[src/hdl/refcounted_block_slot_map_core_defines.svh]
// assertion macros for the slot map core
// no dependencies; included by the controller and datapath
`ifndef REFCOUNTED_BLOCK_SLOT_MAP_CORE_DEFINES_SVH
`define REFCOUNTED_BLOCK_SLOT_MAP_CORE_DEFINES_SVH
`ifndef ASSERT_OFF
`define SMAP_ASSERT(lbl, clk, rst_n, expr) \
    lbl: assert property (@(posedge clk) disable iff (!rst_n) (expr)) \
        else $error("slot map check failed");
`define SMAP_ASSERT_NEXT(lbl, clk, rst_n, ante, cons) \
    lbl: assert property (@(posedge clk) disable iff (!rst_n) (ante) |=> (cons)) \
        else $error("slot map check failed");
`else
`define SMAP_ASSERT(lbl, clk, rst_n, expr)
`define SMAP_ASSERT_NEXT(lbl, clk, rst_n, ante, cons)
`endif
`endif

[src/hdl/smap_pkg.sv]
// shared types and constants for the slot map core
// no dependencies
package smap_pkg;

    localparam int SLOTS_DEF = 32;
    localparam int FUNC_W    = 3;
    localparam int DEV_W     = 8;
    localparam int BLK_W     = 32;
    localparam int SIDX_W    = 5;
    localparam int CNT_W     = 8;
    localparam logic [CNT_W-1:0] COUNT_MAX = 8'd255;

    typedef enum logic [FUNC_W-1:0] {
        FN_GET       = 3'd0,
        FN_RELEASE   = 3'd1,
        FN_PIN       = 3'd2,
        FN_UNPIN     = 3'd3,
        FN_SET_VALID = 3'd4
    } t_func;

    typedef enum logic [1:0] {
        ST_OK     = 2'd0,
        ST_NOFREE = 2'd1,
        ST_UNDER  = 2'd2
    } t_status;

    typedef struct packed {
        logic capture;
        logic update;
    } t_cmd;

endpackage

[src/hdl/smap_ctrl.sv]
// controller state machine for the slot map core
// depends on smap_pkg and the defines header
`include "refcounted_block_slot_map_core_defines.svh"

module smap_ctrl (
    input  logic              i_clk,
    input  logic              i_rst_n,
    input  logic              i_start,
    output logic              o_busy,
    output logic              o_done,
    output smap_pkg::t_cmd    o_cmd
);

    typedef enum logic [2:0] {
        S_IDLE = 3'b001,
        S_EXEC = 3'b010,
        S_RESP = 3'b100
    } t_state;

    t_state r_state;
    t_state n_state;

    always_comb begin
        n_state = r_state;
        unique case (r_state)
            S_IDLE: n_state = i_start ? S_EXEC : S_IDLE;
            S_EXEC: n_state = S_RESP;
            S_RESP: n_state = i_start ? S_EXEC : S_IDLE;
            default: n_state = S_IDLE;
        endcase
    end

    always_ff @(posedge i_clk) begin
        if (!i_rst_n) begin
            r_state <= S_IDLE;
        end else begin
            r_state <= n_state;
        end
    end

    assign o_busy        = (r_state == S_EXEC);
    assign o_done        = (r_state == S_RESP);
    assign o_cmd.capture = i_start && !o_busy;
    assign o_cmd.update  = (r_state == S_EXEC);

    `SMAP_ASSERT_NEXT(a_accept_exec, i_clk, i_rst_n, i_start && !o_busy, o_busy)
    `SMAP_ASSERT_NEXT(a_exec_done, i_clk, i_rst_n, o_busy, o_done && !o_busy)

endmodule

[src/hdl/smap_dp.sv]
// datapath of the slot map core: tags, counts, flags, free stack, result
// depends on smap_pkg and the defines header
`include "refcounted_block_slot_map_core_defines.svh"

module smap_dp #(
    parameter int SLOTS = smap_pkg::SLOTS_DEF
) (
    input  logic                         i_clk,
    input  logic                         i_rst_n,
    input  smap_pkg::t_cmd               i_cmd,
    input  logic [smap_pkg::FUNC_W-1:0]  i_func,
    input  logic [smap_pkg::DEV_W-1:0]   i_device,
    input  logic [smap_pkg::BLK_W-1:0]   i_block_number,
    input  logic [smap_pkg::SIDX_W-1:0]  i_slot_index,
    output logic [smap_pkg::SIDX_W-1:0]  o_slot,
    output logic                         o_needs_read,
    output logic                         o_hit,
    output logic [1:0]                   o_status
);

    localparam int SW  = (SLOTS > 1) ? $clog2(SLOTS) : 1;
    localparam int FCW = $clog2(SLOTS + 1);

    // stored item
    smap_pkg::t_func                r_func;
    logic [smap_pkg::DEV_W-1:0]     r_dev;
    logic [smap_pkg::BLK_W-1:0]     r_blk;
    logic [smap_pkg::SIDX_W-1:0]    r_sidx;

    // slot state
    logic [smap_pkg::DEV_W-1:0]     r_tag_dev [SLOTS];
    logic [smap_pkg::BLK_W-1:0]     r_tag_blk [SLOTS];
    logic [smap_pkg::CNT_W-1:0]     r_cnt     [SLOTS];
    logic [SLOTS-1:0]               r_mapped;
    logic [SLOTS-1:0]               r_loaded;
    logic [SW-1:0]                  r_stack   [SLOTS];
    logic [FCW-1:0]                 r_free_count;

    // result
    logic [smap_pkg::SIDX_W-1:0]    r_slot;
    logic                           r_needs_read;
    logic                           r_hit;
    smap_pkg::t_status              r_status;

    logic [SLOTS-1:0]               match;
    logic                           hit_any;
    logic [SW-1:0]                  hit_idx;
    logic [SW-1:0]                  idx;
    logic                           in_range;
    logic [SW-1:0]                  pop_slot;
    logic [SW-1:0]                  cnt_addr;
    logic [SW-1:0]                  cnt_waddr;
    logic [smap_pkg::CNT_W-1:0]     cnt_rd;
    logic [smap_pkg::CNT_W-1:0]     cnt_inc;
    logic [smap_pkg::CNT_W-1:0]     cnt_wd;
    logic                           cnt_we;
    logic                           alloc;
    logic                           unmap;
    logic                           push;
    logic                           load_set;
    logic [smap_pkg::SIDX_W-1:0]    n_slot;
    logic                           n_needs_read;
    logic                           n_hit;
    smap_pkg::t_status              n_status;

    always_comb begin
        for (int i = 0; i < SLOTS; i++) begin
            match[i] = r_mapped[i] && (r_tag_dev[i] == r_dev) && (r_tag_blk[i] == r_blk);
        end
    end

    // lowest matching slot wins
    always_comb begin
        hit_any = 1'b0;
        hit_idx = '0;
        for (int i = SLOTS - 1; i >= 0; i--) begin
            if (match[i]) begin
                hit_any = 1'b1;
                hit_idx = SW'(i);
            end
        end
    end

    assign idx       = SW'(r_sidx);
    assign in_range  = (32'(r_sidx) < 32'(SLOTS));
    assign pop_slot  = r_stack[SW'(r_free_count - FCW'(1))];
    assign cnt_addr  = (r_func == smap_pkg::FN_GET) ? hit_idx : idx;
    assign cnt_rd    = r_cnt[cnt_addr];
    assign cnt_inc   = (cnt_rd == smap_pkg::COUNT_MAX) ? cnt_rd
                                                        : cnt_rd + smap_pkg::CNT_W'(1);
    assign cnt_waddr = alloc ? pop_slot : cnt_addr;

    always_comb begin
        n_slot       = r_sidx;
        n_needs_read = 1'b0;
        n_hit        = 1'b0;
        n_status     = smap_pkg::ST_OK;
        cnt_we       = 1'b0;
        cnt_wd       = cnt_rd;
        alloc        = 1'b0;
        unmap        = 1'b0;
        push         = 1'b0;
        load_set     = 1'b0;
        unique case (r_func)
            smap_pkg::FN_GET: begin
                if (hit_any) begin
                    cnt_we       = 1'b1;
                    cnt_wd       = cnt_inc;
                    n_slot       = smap_pkg::SIDX_W'(hit_idx);
                    n_needs_read = !r_loaded[hit_idx];
                    n_hit        = 1'b1;
                end else if (r_free_count == '0) begin
                    n_slot   = '0;
                    n_status = smap_pkg::ST_NOFREE;
                end else begin
                    alloc        = 1'b1;
                    cnt_we       = 1'b1;
                    cnt_wd       = smap_pkg::CNT_W'(1);
                    n_slot       = smap_pkg::SIDX_W'(pop_slot);
                    n_needs_read = 1'b1;
                end
            end
            smap_pkg::FN_RELEASE: begin
                if (in_range) begin
                    if (cnt_rd == '0) begin
                        n_status = smap_pkg::ST_UNDER;
                    end else begin
                        cnt_we = 1'b1;
                        cnt_wd = cnt_rd - smap_pkg::CNT_W'(1);
                        if ((cnt_rd == smap_pkg::CNT_W'(1)) && r_mapped[idx]) begin
                            unmap = 1'b1;
                            push  = (32'(r_free_count) < 32'(SLOTS));
                        end
                    end
                end
            end
            smap_pkg::FN_PIN: begin
                if (in_range) begin
                    cnt_we = 1'b1;
                    cnt_wd = cnt_inc;
                end
            end
            smap_pkg::FN_UNPIN: begin
                if (in_range) begin
                    if (cnt_rd == '0) begin
                        n_status = smap_pkg::ST_UNDER;
                    end else begin
                        cnt_we = 1'b1;
                        cnt_wd = cnt_rd - smap_pkg::CNT_W'(1);
                    end
                end
            end
            smap_pkg::FN_SET_VALID: begin
                load_set = in_range;
            end
            default: begin
            end
        endcase
    end

    // item capture, tags and result, no reset
    always_ff @(posedge i_clk) begin
        if (i_cmd.capture) begin
            r_func <= smap_pkg::t_func'(i_func);
            r_dev  <= i_device;
            r_blk  <= i_block_number;
            r_sidx <= i_slot_index;
        end
        if (i_cmd.update && alloc) begin
            r_tag_dev[pop_slot] <= r_dev;
            r_tag_blk[pop_slot] <= r_blk;
        end
        if (i_cmd.update) begin
            r_slot       <= n_slot;
            r_needs_read <= n_needs_read;
            r_hit        <= n_hit;
            r_status     <= n_status;
        end
    end

    always_ff @(posedge i_clk) begin
        if (!i_rst_n) begin
            for (int i = 0; i < SLOTS; i++) begin
                r_cnt[i]   <= '0;
                r_stack[i] <= SW'(i);
            end
            r_mapped     <= '0;
            r_loaded     <= '0;
            r_free_count <= FCW'(SLOTS);
        end else if (i_cmd.update) begin
            if (cnt_we) begin
                r_cnt[cnt_waddr] <= cnt_wd;
            end
            if (alloc) begin
                r_mapped[pop_slot] <= 1'b1;
                r_loaded[pop_slot] <= 1'b0;
                r_free_count       <= r_free_count - FCW'(1);
            end
            if (unmap) begin
                r_mapped[idx] <= 1'b0;
            end
            if (push) begin
                r_stack[SW'(r_free_count)] <= idx;
                r_free_count               <= r_free_count + FCW'(1);
            end
            if (load_set) begin
                r_loaded[idx] <= 1'b1;
            end
        end
    end

    assign o_slot       = r_slot;
    assign o_needs_read = r_needs_read;
    assign o_hit        = r_hit;
    assign o_status     = r_status;

    `SMAP_ASSERT(a_free_bound, i_clk, i_rst_n, 32'(r_free_count) <= 32'(SLOTS))
    `SMAP_ASSERT(a_tag_unique, i_clk, i_rst_n, $onehot0(match))
    `SMAP_ASSERT_NEXT(a_alloc_pop, i_clk, i_rst_n, i_cmd.update && alloc,
        r_free_count == $past(r_free_count) - FCW'(1))

endmodule

[src/hdl/refcounted_block_slot_map_core.sv]
// top level of the reference-counted block slot map
// depends on smap_pkg, smap_ctrl, smap_dp
//
// channel   direction  handshake                 payload
// request   in         start high, busy low      i_func i_device i_block_number i_slot_index
// result    out        o_done strobe, one cycle  o_slot o_needs_read o_hit o_status
//
// an item goes through the parallel tag compare and state update, then has the result
// on the ports; a new item is taken during the result cycle
// the tag compare over all slots and the free stack update happen in the same cycle
// synchronous active-low reset clears counts, flags and the free stack
// the receiver cannot stall; busy is high only in the update cycle
module refcounted_block_slot_map_core #(
    parameter int SLOTS = smap_pkg::SLOTS_DEF
) (
    input  logic                         i_clk,
    input  logic                         i_rst_n,
    input  logic                         start,
    output logic                         busy,
    input  logic [smap_pkg::FUNC_W-1:0]  i_func,
    input  logic [smap_pkg::DEV_W-1:0]   i_device,
    input  logic [smap_pkg::BLK_W-1:0]   i_block_number,
    input  logic [smap_pkg::SIDX_W-1:0]  i_slot_index,
    output logic                         o_done,
    output logic [smap_pkg::SIDX_W-1:0]  o_slot,
    output logic                         o_needs_read,
    output logic                         o_hit,
    output logic [1:0]                   o_status
);

    smap_pkg::t_cmd cmd;

    smap_ctrl u_ctrl (
        .i_clk   (i_clk),
        .i_rst_n (i_rst_n),
        .i_start (start),
        .o_busy  (busy),
        .o_done  (o_done),
        .o_cmd   (cmd)
    );

    smap_dp #(
        .SLOTS (SLOTS)
    ) u_dp (
        .i_clk          (i_clk),
        .i_rst_n        (i_rst_n),
        .i_cmd          (cmd),
        .i_func         (i_func),
        .i_device       (i_device),
        .i_block_number (i_block_number),
        .i_slot_index   (i_slot_index),
        .o_slot         (o_slot),
        .o_needs_read   (o_needs_read),
        .o_hit          (o_hit),
        .o_status       (o_status)
    );

endmodule
[config.mk]
export PLATFORM = sky130hd
export DESIGN_NAME = refcounted_block_slot_map_core
export DESIGN_NICKNAME = d
export VERILOG_FILES = /design/src/hdl/smap_pkg.sv /design/src/hdl/smap_ctrl.sv /design/src/hdl/smap_dp.sv /design/src/hdl/refcounted_block_slot_map_core.sv
export VERILOG_INCLUDE_DIRS = /design/src /design/src/hdl
export SDC_FILE = /design/constraint.sdc
export NUM_CORES = 2
export LEC_CHECK = 0
export ABC_AREA = 1
export BUFFER_PORTS_ARGS = -buffer_cell sky130_fd_sc_hd__buf_4
export CORE_AREA = 2 2 545 602
export CTS_BUF_LIST = sky130_fd_sc_hd__clkbuf_4 sky130_fd_sc_hd__clkbuf_8
export CTS_CLUSTER_SIZE = 30
export DETAILED_ROUTE_END_ITERATION = 10
export DIE_AREA = 0 0 547 604
export HOLD_SLACK_MARGIN = 0.1
export PLACE_DENSITY = 0.35
export SLEW_MARGIN = 20
export SYNTH_ARGS = -nofsm -noshare
export SYNTH_HDL_FRONTEND = slang
export SYNTH_SLANG_ARGS = --single-unit
[constraint.sdc]
create_clock -name i_clk -period 8.4 [get_ports i_clk]
set_input_delay 0.84 -clock i_clk [delete_from_list [all_inputs] [get_ports i_clk]]
set_output_delay 0.84 -clock i_clk [all_outputs]
set_load 0.1 [all_outputs]
==> impl_metrics.py <==
metrics = {
    "run_status": {
        "status": "completed",
    },
    "timing": {
        "finalHoldViolations": 0,
        "setup_violations": 0,
        "fmax_ghz": 0.129,
        "period_share_pct": 92.6,
        "timing.hold.ws_ns": 0.241,
        "finClkSkew_ns": 0.0872,
        "final_max_slew_viol_count": 0,
        "layout_min_cycle_time_ns": 7.78,
        "tightest_slew_ns": 1.17,
        "max_slew_margin_pct": 21.9,
    },
    "finish": {
        "nNetsFinal": 7900,
        "fin_cells": 12405,
        "stdcell_area_um2": 99500,
        "multiInputGateArea_um2": 23700,
        "synthToLayoutAreaGrowth_pct": 23.2,
        "seqCellArea_um2": 54100,
        "drive_above_1_share_pct": 20.1,
        "fillCellCount": 33137,
    },
    "clocking": {
        "path_clk_slew_ns": 0.07,
        "clkLatencyLatePin_ns": 1.01,
        "htreeDepth": 5,
        "clock_sinks": 1826,
        "cts_buffers": 340,
        "cts-root-buf": "clkbuf_8",
        "cts_tree": "yes",
        "cts_buffer_depth": 4,
    },
    "power_and_ir_drop": {
        "power_density_nw_per_um2": 208,
        "power_frac_seq_pct": 48.7,
        "ir_worst_vdd_mv": 0.119,
        "p_switching_mw": 5.49,
        "clockPowerShare_pct": 41.3,
        "cell_internal_pwr_mw": 15.2,
        "switching_share_pct": 26.5,
        "power.leakage_nw": 34.6,
        "comb_power_share_pct": 10.0,
    },
    "route": {
        "wl_um": 372000,
        "viasPerCell": 4.98,
        "drt_first_pass_iters": 6,
        "vias": 61824,
        "ant_nets": 0,
        "drc": 0,
        "wire_per_inst_um": 30.0,
        "drtIter0Drc": 6791,
    },
    "grt": {
        "grt_pass1_wl_um": 508000,
        "grt_pass1_vias": 61186,
        "overflow": 0,
        "antenna_found_initial": 49,
        "grt_max_degree": 85,
        "track_usage_pct": 21.9,
    },
    "synthesis": {
        "synth_edf_count": 1753,
        "yosysTopAreaCellShare_pct": 65.2,
        "synth_flop_cell": "edfxtp_1",
        "yosysSeqAreaShare_pct": 67.0,
        "async_reset_ff_share_pct": 0,
        "syn_nets": 7027,
        "syn-cell-area_um2": 80800,
        "yosys_warnings": 0,
        "netlist_top_cells_area": "edfxtp_1, nand2_1, o21ai_0",
        "yosys.area.top_type": "edfxtp_1",
        "syn_inst": 6967,
        "synth.most_common_cell": "edfxtp_1",
        "syn_area_per_cell_um2": 11.6,
        "ys_types": 57,
        "synth_seq_cells": 1826,
        "synth_commonest_cells": "edfxtp_1, nand2_1, nor2_1",
    },
    "setup_path": {
        "cp_data_required_time_ns": 9.07,
        "max_stage_delay_ns": 0.52,
        "cp.arrival_ns": 8.45,
        "crit_top_cell": "nand2_1",
        "crit_type": "flip-flop to flip-flop",
        "crit_slowest_cell": "or4_1",
        "critPathLaunchType": "flip-flop",
        "worstSetupEndpointType": "flip-flop",
        "cp_max_fo": 16,
    },
    "worst_hold_path": {
        "hp-class": "primary input to flip-flop",
    },
    "placement": {
        "place_congestion": 0.861,
        "port_buffers": 61,
        "place_area_um2": 92300,
        "place_hpwl_um": 253000,
        "dp_cells": 11763,
    },
    "floorplanning": {
        "core_area_um2": 325000,
        "ios": 62,
        "rows": 220,
        "die_area_um2": 330000,
        "die-width_um": 547,
        "start_util_pct": 24.9,
        "die_h_um": 604,
    },
    "run": {
        "maxCapViolCount": 0,
    },
}
[layout make-up]
class                      count  area share [%]
tap                         4329            5.44
sequential                  1826            54.4
clock inverter                86           0.548
timing repair buffer         945            8.75
antenna                       12          0.0302
multi-input combinational   4413            23.8
inverter                     314            1.21
clock buffer                 480            5.84
[placed cells by master, fill, tap and decap left out, types with 9 or more instances in the layout]
cell,instances
o21ai_1,50
nor4_1,163
buf_12,118
clkbuf_8,353
a31oi_1,34
o22ai_1,231
xnor2_1,188
or2_2,50
xor2_1,178
nor2_4,36
nor3_2,23
nand3b_1,14
a22o_1,96
a211oi_1,22
a221oi_1,78
dfxtp_1,72
a2111oi_0,14
a21oi_1,78
nand4_1,73
edfxtp_1,1753
clkbuf_4,127
o221ai_1,28
inv_1,263
clkinv_1,51
dlygate4sd3_1,46
o21ai_0,539
buf_4,778
nor2_2,10
nor3_1,92
ha_1,9
o211ai_1,30
diode_2,12
nor2_1,652
nor4b_1,26
clkinv_2,28
nand2_1,1266
o2111ai_1,14
clkinvlp_4,10
nand3_1,349
inv_2,34
[through the flow]
stage	util, %	setup slack, ns	setup TNS (ns)	power (mW)
after global routing	30.7	-0.0212	-0.0970	21.4
after detailed placement	28.5	0.0343	0	12.3
after floorplan	-	1.62	0	11.1
after global placement	28.4	-0.128	-7.34	12.3
final	30.7	0.619	0	20.7
after CTS	30.6	0.0233	0	21.0
[registers in the layout (all words and copies together) (netlist names), 5 cells and up]
signal and flops:
u_dp.r_tag_blk 1024, u_dp.r_cnt 256, u_dp.r_tag_dev 256, u_dp.r_stack 160, u_dp.r_blk 32, u_dp.r_loaded 32, u_dp.r_mapped 32, u_dp.r_dev 8
u_dp.r_free_count 6, u_dp.idx 5, u_dp.o_slot 5
[power groups by stage]
stage | logic (mW) | clock network, mW | registers [mW]
after floorplan | 0.763 | 0 | 10.3
after global placement | 2.05 | 0 | 10.3
after detailed placement | 2.04 | 0 | 10.3
after CTS | 2.07 | 8.79 | 10.1
after global routing | 2.16 | 9.15 | 10.1
final | 2.08 | 8.55 | 10.1
[path summary, 6_finish.rpt]
path | startpoint | to | cells past startpoint | slack, ns
max | u_dp.r_dev[7]$_DFFE_PP_ | u_dp.r_stack[10][3]$_SDFFCE_PN1P_ | 50 | 0.62
min | i_block_number[8] | u_dp.r_blk[8]$_DFFE_PP_ | 1 | 0.24
max reg2reg | u_dp.r_dev[7]$_DFFE_PP_ | u_dp.r_stack[10][3]$_SDFFCE_PN1P_ | 50 | 0.62
min reg2reg | u_dp.r_loaded[5]$_SDFFE_PN0P_ | u_dp.r_loaded[5]$_SDFFE_PN0P_ | 2 | 0.47
[what timing repair did]
item | 4_1_cts | 5_1_grt
pin swaps | 0 | 4
endpoints found under the setup margin | 67 | 617
endpoints found under the hold margin | 46 | 0
cloned | 0 | 1
buffers inserted | 2 | 15
resized for setup | 0 | 36
hold buffers | 46 | 0
[worst max-delay path, delay by kind of cell, from the launching register on]
kind                     cells  cell delay, ns
flip-flops                   1            0.42
AO/OA/AOI/OAI                3            0.53
buffers and inverters       10            2.03
AND/OR/NAND/NOR             36            4.24
adder cells (fa/ha/maj)      1            0.15
[layer usage]
layer / up-vias / part of all wire, % / GRT usage [%]
li1: 27088 / - / -
met1: 31816 / 45 / 30.2
met2: 2343 / 47 / 36.4
met3: 571 / 5.7 / 2.57
met4: 6 / 2.7 / 5.67
met5: - / 0.011 / 0
[kinds of logic (layout without fill, tap and decap cells)]
group	count (synthesis)	count (layout)	synth area share [%]
flops	1826	1826	67.0
fa+ha+maj	9	9	0.139
compound gates	1245	1245	9.48
xor+xnor	367	367	3.98
simple gates	2792	2792	15.2
other cells	0	12	0
buf+inv	728	1825	4.24
(Power assumes the default switching activity.)
